## src/hdl/salcd_pkg.sv

```systemverilog
package salcd_pkg;

    localparam int KEY_W    = 32;
    localparam int BYTES_W  = 32;
    localparam int STATUS_W = 3;
    localparam int EVCNT_W  = 7;

    typedef logic [STATUS_W-1:0] t_status;

    localparam t_status STATUS_HIT      = 3'd0;
    localparam t_status STATUS_MISS     = 3'd1;
    localparam t_status STATUS_INSERTED = 3'd2;
    localparam t_status STATUS_PRESENT  = 3'd3;
    localparam t_status STATUS_TOO_BIG  = 3'd4;
    localparam t_status STATUS_DISABLED = 3'd5;

    localparam logic [EVCNT_W-1:0] EVCNT_MAX = '1;

endpackage

```

## src/hdl/salcd_mem.sv

```systemverilog
module salcd_mem #(
    parameter int DEPTH = 64,
    parameter int WIDTH = 70
) (
    input  logic                     i_clk,
    input  logic                     i_we,
    input  logic [$clog2(DEPTH)-1:0] i_waddr,
    input  logic [WIDTH-1:0]         i_wdata,
    input  logic [$clog2(DEPTH)-1:0] i_raddr,
    output logic [WIDTH-1:0]         o_rdata
);

    logic [WIDTH-1:0] r_mem [DEPTH];

    always_ff @(posedge i_clk) begin
        if (i_we) begin
            r_mem[i_waddr] <= i_wdata;
        end
        o_rdata <= r_mem[i_raddr];
    end

endmodule

```

## src/hdl/size_aware_lru_cache_directory.sv

```systemverilog
// Byte-budgeted LRU cache directory.
// Input channel (i_in_valid / o_in_stall) carries one request: i_op selects
// lookup (0) or insert (1), with i_key and i_obj_size. Output channel
// (o_out_valid / i_out_stall) returns one result per request: o_status,
// o_evicted_count and o_free_bytes_now. The configuration channel
// (i_cfg_valid / o_cfg_ready / i_cfg_data) writes the byte budget; a write
// empties the directory and sets the free byte count to the new budget.
// Entries live in one synchronous RAM that is swept one slot per cycle.
// A lookup takes one search sweep, plus a recency update sweep on a hit.
// An insert takes one search sweep and, when it goes in, one sweep per
// evicted entry and one aging/placement sweep. With the cache disabled,
// a request skips every sweep and goes straight to the output stage.
// One request is handled at a time; the next transfer is taken once the
// result sits in the output register, even while it waits.
// Reset clears the valid bits, the budget (disabling the cache) and the
// output valid flag. When the receiver stalls, the finished result is held
// stable in the output register and further results wait behind it.
module size_aware_lru_cache_directory #(
    parameter int SLOTS = 64
) (
    input  logic                            i_clk,
    input  logic                            i_rst_n,
    input  logic                            i_in_valid,
    output logic                            o_in_stall,
    input  logic                            i_op,
    input  logic [salcd_pkg::KEY_W-1:0]     i_key,
    input  logic [salcd_pkg::BYTES_W-1:0]   i_obj_size,
    output logic                            o_out_valid,
    input  logic                            i_out_stall,
    output logic [salcd_pkg::STATUS_W-1:0]  o_status,
    output logic [salcd_pkg::EVCNT_W-1:0]   o_evicted_count,
    output logic [salcd_pkg::BYTES_W-1:0]   o_free_bytes_now,
    input  logic                            i_cfg_valid,
    output logic                            o_cfg_ready,
    input  logic [salcd_pkg::BYTES_W-1:0]   i_cfg_data
);

    localparam int IW = $clog2(SLOTS);
    localparam int UW = $clog2(SLOTS + 1);
    localparam int EW = salcd_pkg::KEY_W + salcd_pkg::BYTES_W + IW;

    localparam logic [2:0] ST_IDLE  = 3'd0;
    localparam logic [2:0] ST_PASS  = 3'd1;
    localparam logic [2:0] ST_DEC   = 3'd2;
    localparam logic [2:0] ST_EVCHK = 3'd3;
    localparam logic [2:0] ST_OUT   = 3'd4;

    localparam logic [1:0] K_SCAN  = 2'd0;
    localparam logic [1:0] K_TOUCH = 2'd1;
    localparam logic [1:0] K_EVICT = 2'd2;
    localparam logic [1:0] K_AGE   = 2'd3;

    logic [2:0]                          r_state;
    logic [1:0]                          r_kind;
    logic [salcd_pkg::BYTES_W-1:0]       r_cap;
    logic [salcd_pkg::BYTES_W-1:0]       r_free;
    logic [UW-1:0]                       r_used;
    logic [SLOTS-1:0]                    r_valid;
    logic                                r_op;
    logic [salcd_pkg::KEY_W-1:0]         r_key;
    logic [salcd_pkg::BYTES_W-1:0]       r_size;
    logic                                r_iss;
    logic [IW-1:0]                       r_idx;
    logic                                r_pv;
    logic [IW-1:0]                       r_pidx;
    logic                                r_hit;
    logic [IW-1:0]                       r_hidx;
    logic [IW-1:0]                       r_hrec;
    logic [IW-1:0]                       r_tgt;
    logic                                r_placed;
    logic [salcd_pkg::EVCNT_W-1:0]       r_evc;
    salcd_pkg::t_status                  r_res;
    logic                                r_ovld;
    salcd_pkg::t_status                  r_ostat;
    logic [salcd_pkg::EVCNT_W-1:0]       r_oevc;
    logic [salcd_pkg::BYTES_W-1:0]       r_ofree;

    logic [EW-1:0]                       rdata;
    logic [salcd_pkg::KEY_W-1:0]         rd_key;
    logic [salcd_pkg::BYTES_W-1:0]       rd_bytes;
    logic [IW-1:0]                       rd_rec;
    logic                                slot_v;
    logic                                we;
    logic [EW-1:0]                       wdata;
    logic                                in_acc;
    logic                                cfg_acc;
    logic                                pass_end;
    logic                                out_free;
    logic                                need_evict;

    assign rd_key   = rdata[EW-1 -: salcd_pkg::KEY_W];
    assign rd_bytes = rdata[IW +: salcd_pkg::BYTES_W];
    assign rd_rec   = rdata[IW-1:0];
    assign slot_v   = r_valid[r_pidx];

    assign o_cfg_ready = (r_state == ST_IDLE);
    assign o_in_stall  = (r_state != ST_IDLE) || i_cfg_valid;
    assign in_acc      = i_in_valid && !o_in_stall;
    assign cfg_acc     = i_cfg_valid && o_cfg_ready;
    assign pass_end    = r_pv && (r_pidx == IW'(SLOTS - 1));
    assign out_free    = !r_ovld || !i_out_stall;
    assign need_evict  = (r_used != '0)
                         && ((r_free < r_size) || (r_used >= UW'(SLOTS)));

    // Write-back of the slot that was read in the previous cycle.
    always_comb begin
        we    = 1'b0;
        wdata = rdata;
        if (r_state == ST_PASS && r_pv) begin
            case (r_kind)
                K_TOUCH: begin
                    if (slot_v && r_pidx == r_hidx) begin
                        we    = 1'b1;
                        wdata = {rd_key, rd_bytes, {IW{1'b0}}};
                    end else if (slot_v && rd_rec < r_hrec) begin
                        we    = 1'b1;
                        wdata = {rd_key, rd_bytes, rd_rec + 1'b1};
                    end
                end
                K_AGE: begin
                    if (slot_v) begin
                        we    = 1'b1;
                        wdata = {rd_key, rd_bytes, rd_rec + 1'b1};
                    end else if (!r_placed) begin
                        we    = 1'b1;
                        wdata = {r_key, r_size, {IW{1'b0}}};
                    end
                end
                default: begin
                    we = 1'b0;
                end
            endcase
        end
    end

    salcd_mem #(
        .DEPTH(SLOTS),
        .WIDTH(EW)
    ) u_mem (
        .i_clk  (i_clk),
        .i_we   (we),
        .i_waddr(r_pidx),
        .i_wdata(wdata),
        .i_raddr(r_idx),
        .o_rdata(rdata)
    );

    always_ff @(posedge i_clk) begin
        if (!i_rst_n) begin
            r_state <= ST_IDLE;
            r_cap   <= '0;
            r_free  <= '0;
            r_used  <= '0;
            r_valid <= '0;
            r_iss   <= 1'b0;
            r_pv    <= 1'b0;
            r_ovld  <= 1'b0;
        end else begin
            // The output register fills from ST_OUT and empties on a transfer.
            if (r_state == ST_OUT && out_free) begin
                r_ovld <= 1'b1;
            end else if (r_ovld && !i_out_stall) begin
                r_ovld <= 1'b0;
            end
            // Read issue and read-data alignment of a sweep.
            r_pv   <= r_iss;
            r_pidx <= r_idx;
            if (r_iss) begin
                r_idx <= r_idx + 1'b1;
                if (r_idx == IW'(SLOTS - 1)) begin
                    r_iss <= 1'b0;
                end
            end
            case (r_state)
                ST_IDLE: begin
                    if (cfg_acc) begin
                        r_cap   <= i_cfg_data;
                        r_free  <= i_cfg_data;
                        r_used  <= '0;
                        r_valid <= '0;
                    end else if (in_acc) begin
                        r_op     <= i_op;
                        r_key    <= i_key;
                        r_size   <= i_obj_size;
                        r_hit    <= 1'b0;
                        r_evc    <= '0;
                        r_placed <= 1'b0;
                        if (r_cap == '0) begin
                            r_res   <= salcd_pkg::STATUS_DISABLED;
                            r_state <= ST_OUT;
                        end else begin
                            r_kind  <= K_SCAN;
                            r_iss   <= 1'b1;
                            r_idx   <= '0;
                            r_state <= ST_PASS;
                        end
                    end
                end
                ST_PASS: begin
                    if (r_pv && slot_v) begin
                        case (r_kind)
                            K_SCAN: begin
                                if (rd_key == r_key) begin
                                    r_hit  <= 1'b1;
                                    r_hidx <= r_pidx;
                                    r_hrec <= rd_rec;
                                end
                            end
                            K_EVICT: begin
                                if (rd_rec == r_tgt) begin
                                    r_valid[r_pidx] <= 1'b0;
                                    r_free <= r_free + rd_bytes;
                                    r_used <= r_used - 1'b1;
                                end
                            end
                            default: begin
                            end
                        endcase
                    end
                    if (r_pv && !slot_v && r_kind == K_AGE && !r_placed) begin
                        r_valid[r_pidx] <= 1'b1;
                        r_placed <= 1'b1;
                        r_used   <= r_used + 1'b1;
                        r_free   <= r_free - r_size;
                    end
                    if (pass_end) begin
                        case (r_kind)
                            K_SCAN:  r_state <= ST_DEC;
                            K_EVICT: r_state <= ST_EVCHK;
                            default: r_state <= ST_OUT;
                        endcase
                    end
                end
                ST_DEC: begin
                    if (!r_op) begin
                        if (r_hit) begin
                            r_res   <= salcd_pkg::STATUS_HIT;
                            r_kind  <= K_TOUCH;
                            r_iss   <= 1'b1;
                            r_idx   <= '0;
                            r_state <= ST_PASS;
                        end else begin
                            r_res   <= salcd_pkg::STATUS_MISS;
                            r_state <= ST_OUT;
                        end
                    end else if (r_hit) begin
                        r_res   <= salcd_pkg::STATUS_PRESENT;
                        r_state <= ST_OUT;
                    end else if ({r_size, 1'b0} > {1'b0, r_cap}) begin
                        r_res   <= salcd_pkg::STATUS_TOO_BIG;
                        r_state <= ST_OUT;
                    end else begin
                        r_res   <= salcd_pkg::STATUS_INSERTED;
                        r_state <= ST_EVCHK;
                    end
                end
                ST_EVCHK: begin
                    r_iss   <= 1'b1;
                    r_idx   <= '0;
                    r_state <= ST_PASS;
                    if (need_evict) begin
                        r_kind <= K_EVICT;
                        r_tgt  <= IW'(r_used - 1'b1);
                        if (r_evc != salcd_pkg::EVCNT_MAX) begin
                            r_evc <= r_evc + 1'b1;
                        end
                    end else begin
                        r_kind <= K_AGE;
                    end
                end
                ST_OUT: begin
                    if (out_free) begin
                        r_ostat <= r_res;
                        r_oevc  <= r_evc;
                        r_ofree <= r_free;
                        r_state <= ST_IDLE;
                    end
                end
                default: begin
                    r_state <= ST_IDLE;
                end
            endcase
        end
    end

    assign o_out_valid      = r_ovld;
    assign o_status         = r_ostat;
    assign o_evicted_count  = r_oevc;
    assign o_free_bytes_now = r_ofree;

    a_used_bound: assert property (@(posedge i_clk) disable iff (!i_rst_n)
        r_used <= UW'(SLOTS))
        else $error("slot count exceeds table size");

    a_cfg_clears: assert property (@(posedge i_clk) disable iff (!i_rst_n)
        cfg_acc |=> (r_used == '0) && (r_valid == '0))
        else $error("configuration write did not empty directory");

    a_evict_only_insert: assert property (@(posedge i_clk) disable iff (!i_rst_n)
        (o_out_valid && o_status != salcd_pkg::STATUS_INSERTED) |->
            (o_evicted_count == '0))
        else $error("eviction reported on a non-insert result");

    a_disabled: assert property (@(posedge i_clk) disable iff (!i_rst_n)
        (r_state == ST_OUT && r_cap == '0) |->
            (r_res == salcd_pkg::STATUS_DISABLED))
        else $error("disabled cache returned a non-disabled status");

endmodule

```

## config.mk

```make
export PLATFORM = sky130hd
export DESIGN_NAME = size_aware_lru_cache_directory
export DESIGN_NICKNAME = d
export VERILOG_FILES = /design/src/hdl/salcd_pkg.sv /design/src/hdl/salcd_mem.sv /design/src/hdl/size_aware_lru_cache_directory.sv
export SDC_FILE = /design/constraint.sdc
export NUM_CORES = 2
export LEC_CHECK = 0
export ABC_CLOCK_PERIOD_IN_PS = 7500
export BUFFER_PORTS_ARGS = -buffer_cell sky130_fd_sc_hd__buf_4
export CORE_MARGIN = 2
export CORE_UTILIZATION = 40
export DETAILED_ROUTE_END_ITERATION = 8
export HOLD_SLACK_MARGIN = 0.05
export PLACE_DENSITY_LB_ADDON = 0.1
export SLEW_MARGIN = 15
export SYNTH_ARGS = -nofsm -noshare
export SYNTH_HDL_FRONTEND = slang
export SYNTH_MEMORY_MAX_BITS = 65536
export SYNTH_SLANG_ARGS = --single-unit
```

## constraint.sdc

```tcl
create_clock -name i_clk -period 7.5 [get_ports i_clk]
set_clock_uncertainty 0.05 [all_clocks]
set_input_delay 0.75 -clock i_clk [delete_from_list [all_inputs] [get_ports i_clk]]
set_output_delay 0.75 -clock i_clk [all_outputs]
set_load 0.01 [all_outputs]
```

* Word-level counts from Yosys, hierarchy flattened
Memory sizes are Yosys's and may differ from the RTL's. A register that Yosys moved wholly into a read port is not among the register bits.
Cells that the tools add are included.
** Storage, ports and cells
- Register bits after elaboration :: 292
- Memory bits (writable) :: 4480
- Bits of input ports :: 102
- Output and inout bits :: 45
- Word-level logic and storage cells :: 212
- Memories :: 1
** Memory list
- u_mem.r_mem :: depth 64, width 70, rd ports 1, clocked after Yosys merged registers in 1, wr ports 1, RTL line salcd_mem.sv:13 : logic [WIDTH-1:0] r_mem [DEPTH];
** Operators by class
- Add/sub/neg operators :: 7
- Magnitude comparators :: 6
- Equality and inequality tests :: 31
- Muxes and demuxes :: 94
- Bitwise gates (word level) :: 4
- Reduce and logical (&&, ||, !) cells :: 45
** Operators with widths (count)
- 2-to-1 mux 64 bit :: 7
- 2-to-1 mux 70 bit :: 3
- 2-to-1 mux 32 bit :: 5
- one-hot mux 70 bit (2 select lines) :: 1
- one-hot mux 64 bit (2 select lines) :: 1
- AND 64 bit :: 1
- NOT 64 bit :: 1
- bitwise OR 64 bit :: 1
- one-hot mux 32 bit (2 select lines) :: 1
- 2-to-1 mux 7 bit :: 9
- 2-to-1 mux 6 bit :: 8
- 2-to-1 mux 3 bit :: 15
- > comparator 33 x 32 -> 1 bit :: 1
- adder 32 bit :: 1
- equality test 32 bit :: 1
- logical NOT 32 bit :: 1
- less-than comparator 32 bit :: 1
- subtractor 32 bit :: 1
- one-hot mux 7 bit (2 select lines) :: 2
- 2-to-1 mux 1 bit :: 26
- AND reduction 5 bit :: 4
- one-hot mux 6 bit (3 select lines) :: 1
- != test 2 bit (second input constant) :: 8
- one-hot mux 3 bit (5 select lines) :: 1
- other kinds (38) :: 86

* Longest topological paths before layout
- Depth in word-level cells :: 14
- Depth in mapped cells :: 14
- Gate-level depth less buffers :: 12

* Modules after synthesis
Synthesis repeated with hierarchy kept, for this count alone.
** Unflattened totals
- Cell total of the unflattened synthesis :: 9355
- Area total of the unflattened synthesis :: 188846.1 um^2
** By module, submodules not included
- salcd_mem :: times used 1, cells each 7416, area each 171391.9 um^2, seq. area each 135930.4 um^2
- size_aware_lru_cache_directory :: times used 1, cells each 1939, area each 17454.2 um^2, seq. area each 7357.1 um^2

* Least setup slack after synthesis
Ideal clock, no wire load.
- Path type :: flip-flop to flip-flop
- From :: register r_pidx[3]
- To :: memory u_mem.r_mem[10][0], enable pin
- Arrival time :: 5.536 ns
- Required time :: 6.951 ns
- Setup slack :: 1.415 ns
- Stages on the path, launching flop included :: 10
- Buffers on the path :: 3
- Cell sequence :: edfxtp_1 buf_2 nor3b_1 a22o_1 nor3b_2 a221oi_2 o311ai_1 buf_2 buf_2 nor2_1
** Between the ends
- Cells in the longest elaborated chain, start to end :: 9
- Elaborated cells between the ends (all ways) :: 12
- Those cells by class :: 1 x eq/ne; 9 x mux; 2 x reduce/logical
** Ends and longest elaborated chain
- from (decl) :: RTL line size_aware_lru_cache_directory.sv:65 : logic [IW-1:0] r_pidx;
- from (signal assigned) :: RTL line size_aware_lru_cache_directory.sv:167 : r_pidx <= r_idx;
- binary-select mux 1 bit (select 6 bit) :: RTL line size_aware_lru_cache_directory.sv:94 : assign slot_v = r_valid[r_pidx];
- 2-to-1 mux 1 bit (not written as such) :: RTL line size_aware_lru_cache_directory.sv:94
- logical AND 1 bit :: RTL line size_aware_lru_cache_directory.sv:115 : end else if (slot_v && rd_rec < r_hrec) begin
- 2-to-1 mux 1 bit :: RTL line size_aware_lru_cache_directory.sv:115
- 2-to-1 mux 1 bit :: RTL line size_aware_lru_cache_directory.sv:112 : if (slot_v && r_pidx == r_hidx) begin
- one-hot mux 1 bit (2 select lines) :: RTL line size_aware_lru_cache_directory.sv:110 : case (r_kind)
- 2-to-1 mux 1 bit :: RTL line size_aware_lru_cache_directory.sv:109 : if (r_state == ST_PASS && r_pv) begin
- 2-to-1 mux 1 bit :: RTL line salcd_mem.sv:16 : if (i_we) begin
- 2-to-1 mux 1 bit (not written as such) :: RTL line salcd_mem.sv:17 : r_mem[i_waddr] <= i_wdata;
- to (decl) :: RTL line salcd_mem.sv:13
Parallel ways exist; a longest one is shown, timed or not. The select of a mux whose other input is x is not followed.

* Final worst setup path
- From :: register r_pidx[0]
- To :: memory u_mem.r_mem[7][56], enable pin
The elaborated chain is that of the path after synthesis.

==> reports/metrics.csv <==
metric;value;unit
Initial Util;40.1;%
Clock Path Buffers;4;
placed cell area;200000;sq um
gp weighted congestion;0.882;
Slew headroom;17.4;%
post-synth net total;8772;
largest net degree at the start of global routing;115;
initial antenna violation count;29;
DRC violations left;0;
outcome;finished, final reports clean;
Met2 Wirelength;260000;um
Clock transition at path regs;60;ps
final WL;553000;um
core area;470000;sq um
top post-synthesis cells by area;edfxtp_1 74%, mux4_2 18%, dfxtp_1 2.2%, nand2_1 0.70%, ha_1 0.70%;
kind of critical path;reg2reg;
crit path max-delay cell type;edfxtp_1;
Sum Neg Setup Slack;0;ps
cells on worst reg2reg path;10;
Min Hold Slack;180;ps
average wire per standard cell;34.9;um
initial drt markers;11446;
hold path depth;4;
Post-synth EDFFs;4631;
Syn Inst Count;8563;
Req. time, crit path;8110;ps
CTS tree;done;
hold wc startpoint;i_in_valid;
asr flop ratio synth;0;%
worst vdd ir;0.000257;V
Avg Cell Area, Syn;22.0;sq um
Die H;691;um
fin area;218000;sq um
overall power;66.4;mW
worst-margin pin slew;1240;ps
Top delay family on crit path;compound AO/OA/AOI/OAI gates;
cts bufs inserted;533;
post-detail-place hpwl;307000;um
GRT overflow;0;
Cell Rows;252;
slowest stage delay, CP;1010;ps
top sig layer;met5;
drt pass-1 iters;6;
gr usage total;22.9;%
f_max;0.167;GHz
H-Tree Depth;6;
CP endpoint kind;flip-flop;
via total after detailed routing;93482;
minimum clock period after layout;5990;ps
Crit path top cell by count;buf_4;
register area share after synthesis;76.0;%
number of synthesis warnings;0;
CP Cell Sequence;nor2b_1 > a221o_1 > o2bb2ai_1 > a22o_1 > nor3b_2 > a221oi_2 > o311ai_4 > buf_4 > nor2_4 > buf_4;
Synth top area share;73.7;%
Period Utilization, post-route;79.8;%
WL met3;35500;um
Hold Vio Cnt, Final;0;
worst hold path endpoint;r_iss$_SDFF_PN0_;
reg-to-reg slack, setup;1510;ps
FF-to-FF End;u_mem.r_mem[7][56]$_DFFE_PP_;
Vias/cell;5.89;
area delta synth->final;15.4;%
DIE AREA;477000;sq um
final slew viol count;0;
post-synthesis cell area;189000;sq um
CP bufs+invs;2;
M1 wire length;244000;um
#FFs+latches synth;4842;
clk root buf;clkbuf_16;
CP Launch Type;flip-flop;
origin of the critical flop-to-flop path;r_pidx[0]$_DFFE_PP_;
Worst Hold Class;in2reg;
critical path arrival;6600;ps
post-synthesis cell type count;85;
Sink Count;4842;
count of final setup violators;0;
nets;9424;
leak pwr;68.0;nW
I/O Buffers;146;
PD cells;305;nW/um^2
global-route wire length before repair;767000;um
vias in the first global route;94779;
share of cells above drive strength 1;28.9;%
Clock Latency Late Sink;1060;ps
I/O Pins;147;
RSZ-0062 raised after global routing;no;
antenna-violating nets left;0;
Max Cap Violations;0;
maximum fanout along the worst path;37;
top_reg_cell synth;edfxtp_1;
area leader, netlist;edfxtp_1;
Die X;691;um
## routing by layer
layer,GRT usage [%],vias up
met5,0,-
met4,5.32,6
met3,3.32,709
met2,36.2,3654
met1,33.8,51650
li1,-,37463
## synthesized netlist by cell type, types with 25 or more instances
library cell  count
edfxtp_1       4631
mux4_2         1472
nand2_1         354
clkbuf_1        328
nor2_1          286
dfxtp_1         211
a21oi_1         200
o21ai_0         153
ha_1            105
inv_1           104
buf_1            92
xnor2_1          73
nand3_1          42
a21o_1           41
xor2_1           35
nand4_1          31
a211oi_1         29
buf_2            25
## how the worst max path moves through the flow
stage,from,endpoint,depth (start not counted)
after detailed placement,r_pidx[0]$_DFFE_PP_,u_mem.r_mem[7][50]$_DFFE_PP_,10
final,r_pidx[0]$_DFFE_PP_,u_mem.r_mem[7][56]$_DFFE_PP_,10
after global routing,r_pidx[0]$_DFFE_PP_,u_mem.r_mem[7][65]$_DFFE_PP_,10
after floorplan,r_pidx[3]$_DFFE_PP_,u_mem.r_mem[10][0]$_DFFE_PP_,9
after global placement,r_pidx[0]$_DFFE_PP_,u_mem.r_mem[7][65]$_DFFE_PP_,10
after CTS,r_pidx[0]$_DFFE_PP_,u_mem.r_mem[7][65]$_DFFE_PP_,10
## sequential cells by signal, indices dropped and copies added (netlist names), 32 cells and up
name / count
r_size: 32
r_key: 32
u_mem.o_rdata: 70
r_cap: 32
u_mem.r_mem: 4480
r_valid: 64
r_free: 32
o_free_bytes_now: 32
## tightest hold or removal path: cells and delay by family
family	cells	cell delay, ps
buffers and inverters	1	120
AO/OA/AOI/OAI	1	70
AND/OR/NAND/NOR	2	270
## cell type report
cell class	instances	area, sq um
fill	38981	253000
sequential	4842	143000
multi-input combinational	3167	44200
clock buffer	708	14500
tap	6223	7790
timing repair buffer	567	5300
clock inverter	245	2210
inverter	104	390
antenna	2	5.00
## per-stage QoR
stage | std cells | util [%] | setup slack [ps]
after floorplan | 8563 | - | 1410
after global placement | 14787 | 42.4 | 1690
after detailed placement | 14797 | 42.5 | 1590
after CTS | 15849 | 46.2 | 1640
after global routing | 15857 | 46.3 | 1390
final | 15858 | 46.3 | 1510
## placed cells by master, fill, tap and decap left out, types with 41 or more instances in the layout
master         synthesis  final
edfxtp_1            4631   4631
mux4_2              1472   1472
clkbuf_16              0    548
buf_4                  5    408
nand2_1              354    352
nor2_1               286    221
dfxtp_1              211    211
a21oi_1              200    198
clkbuf_1             328    137
o21ai_0              153    120
clkinv_1               0    115
ha_1                 105    105
inv_1                104    103
dlygate4sd3_1          0     99
xnor2_1               73     72
nor2_4                 1     66
buf_12                 0     54
clkinv_2               0     47
nand3_1               42     42
a21o_1                41     41
## power breakdown
part | switching, mW | leakage [nW] | internal, mW
Clock | 10.7 | 8.14 | 14.7
Sequential | 0.351 | 43.4 | 32.1
Combinational | 5.46 | 16.5 | 3.18
## cell families (layout without fill, tap and decap cells)
| logic type | count (synthesis) | after routing | synth area share [%] |
|---|---|---|---|
| compound gates | 603 | 603 | 2.01 |
| other cells | 0 | 2 | 0 |
| xor+xnor | 108 | 108 | 0.501 |
| buf+inv | 554 | 1624 | 1.13 |
| simple gates | 849 | 849 | 1.96 |
| mux | 1500 | 1500 | 17.7 |
| fa+ha+maj | 107 | 107 | 0.718 |
| flops | 4842 | 4842 | 76.0 |
## timing repair
item	CTS	global route
gates resized for setup	0	0
endpoints found under the setup margin	0	0
setup buffers	0	0
hold endpoints to repair	125	0
hold buffers	99	0
No activity file was read; power rests on OpenSTA's default activity.
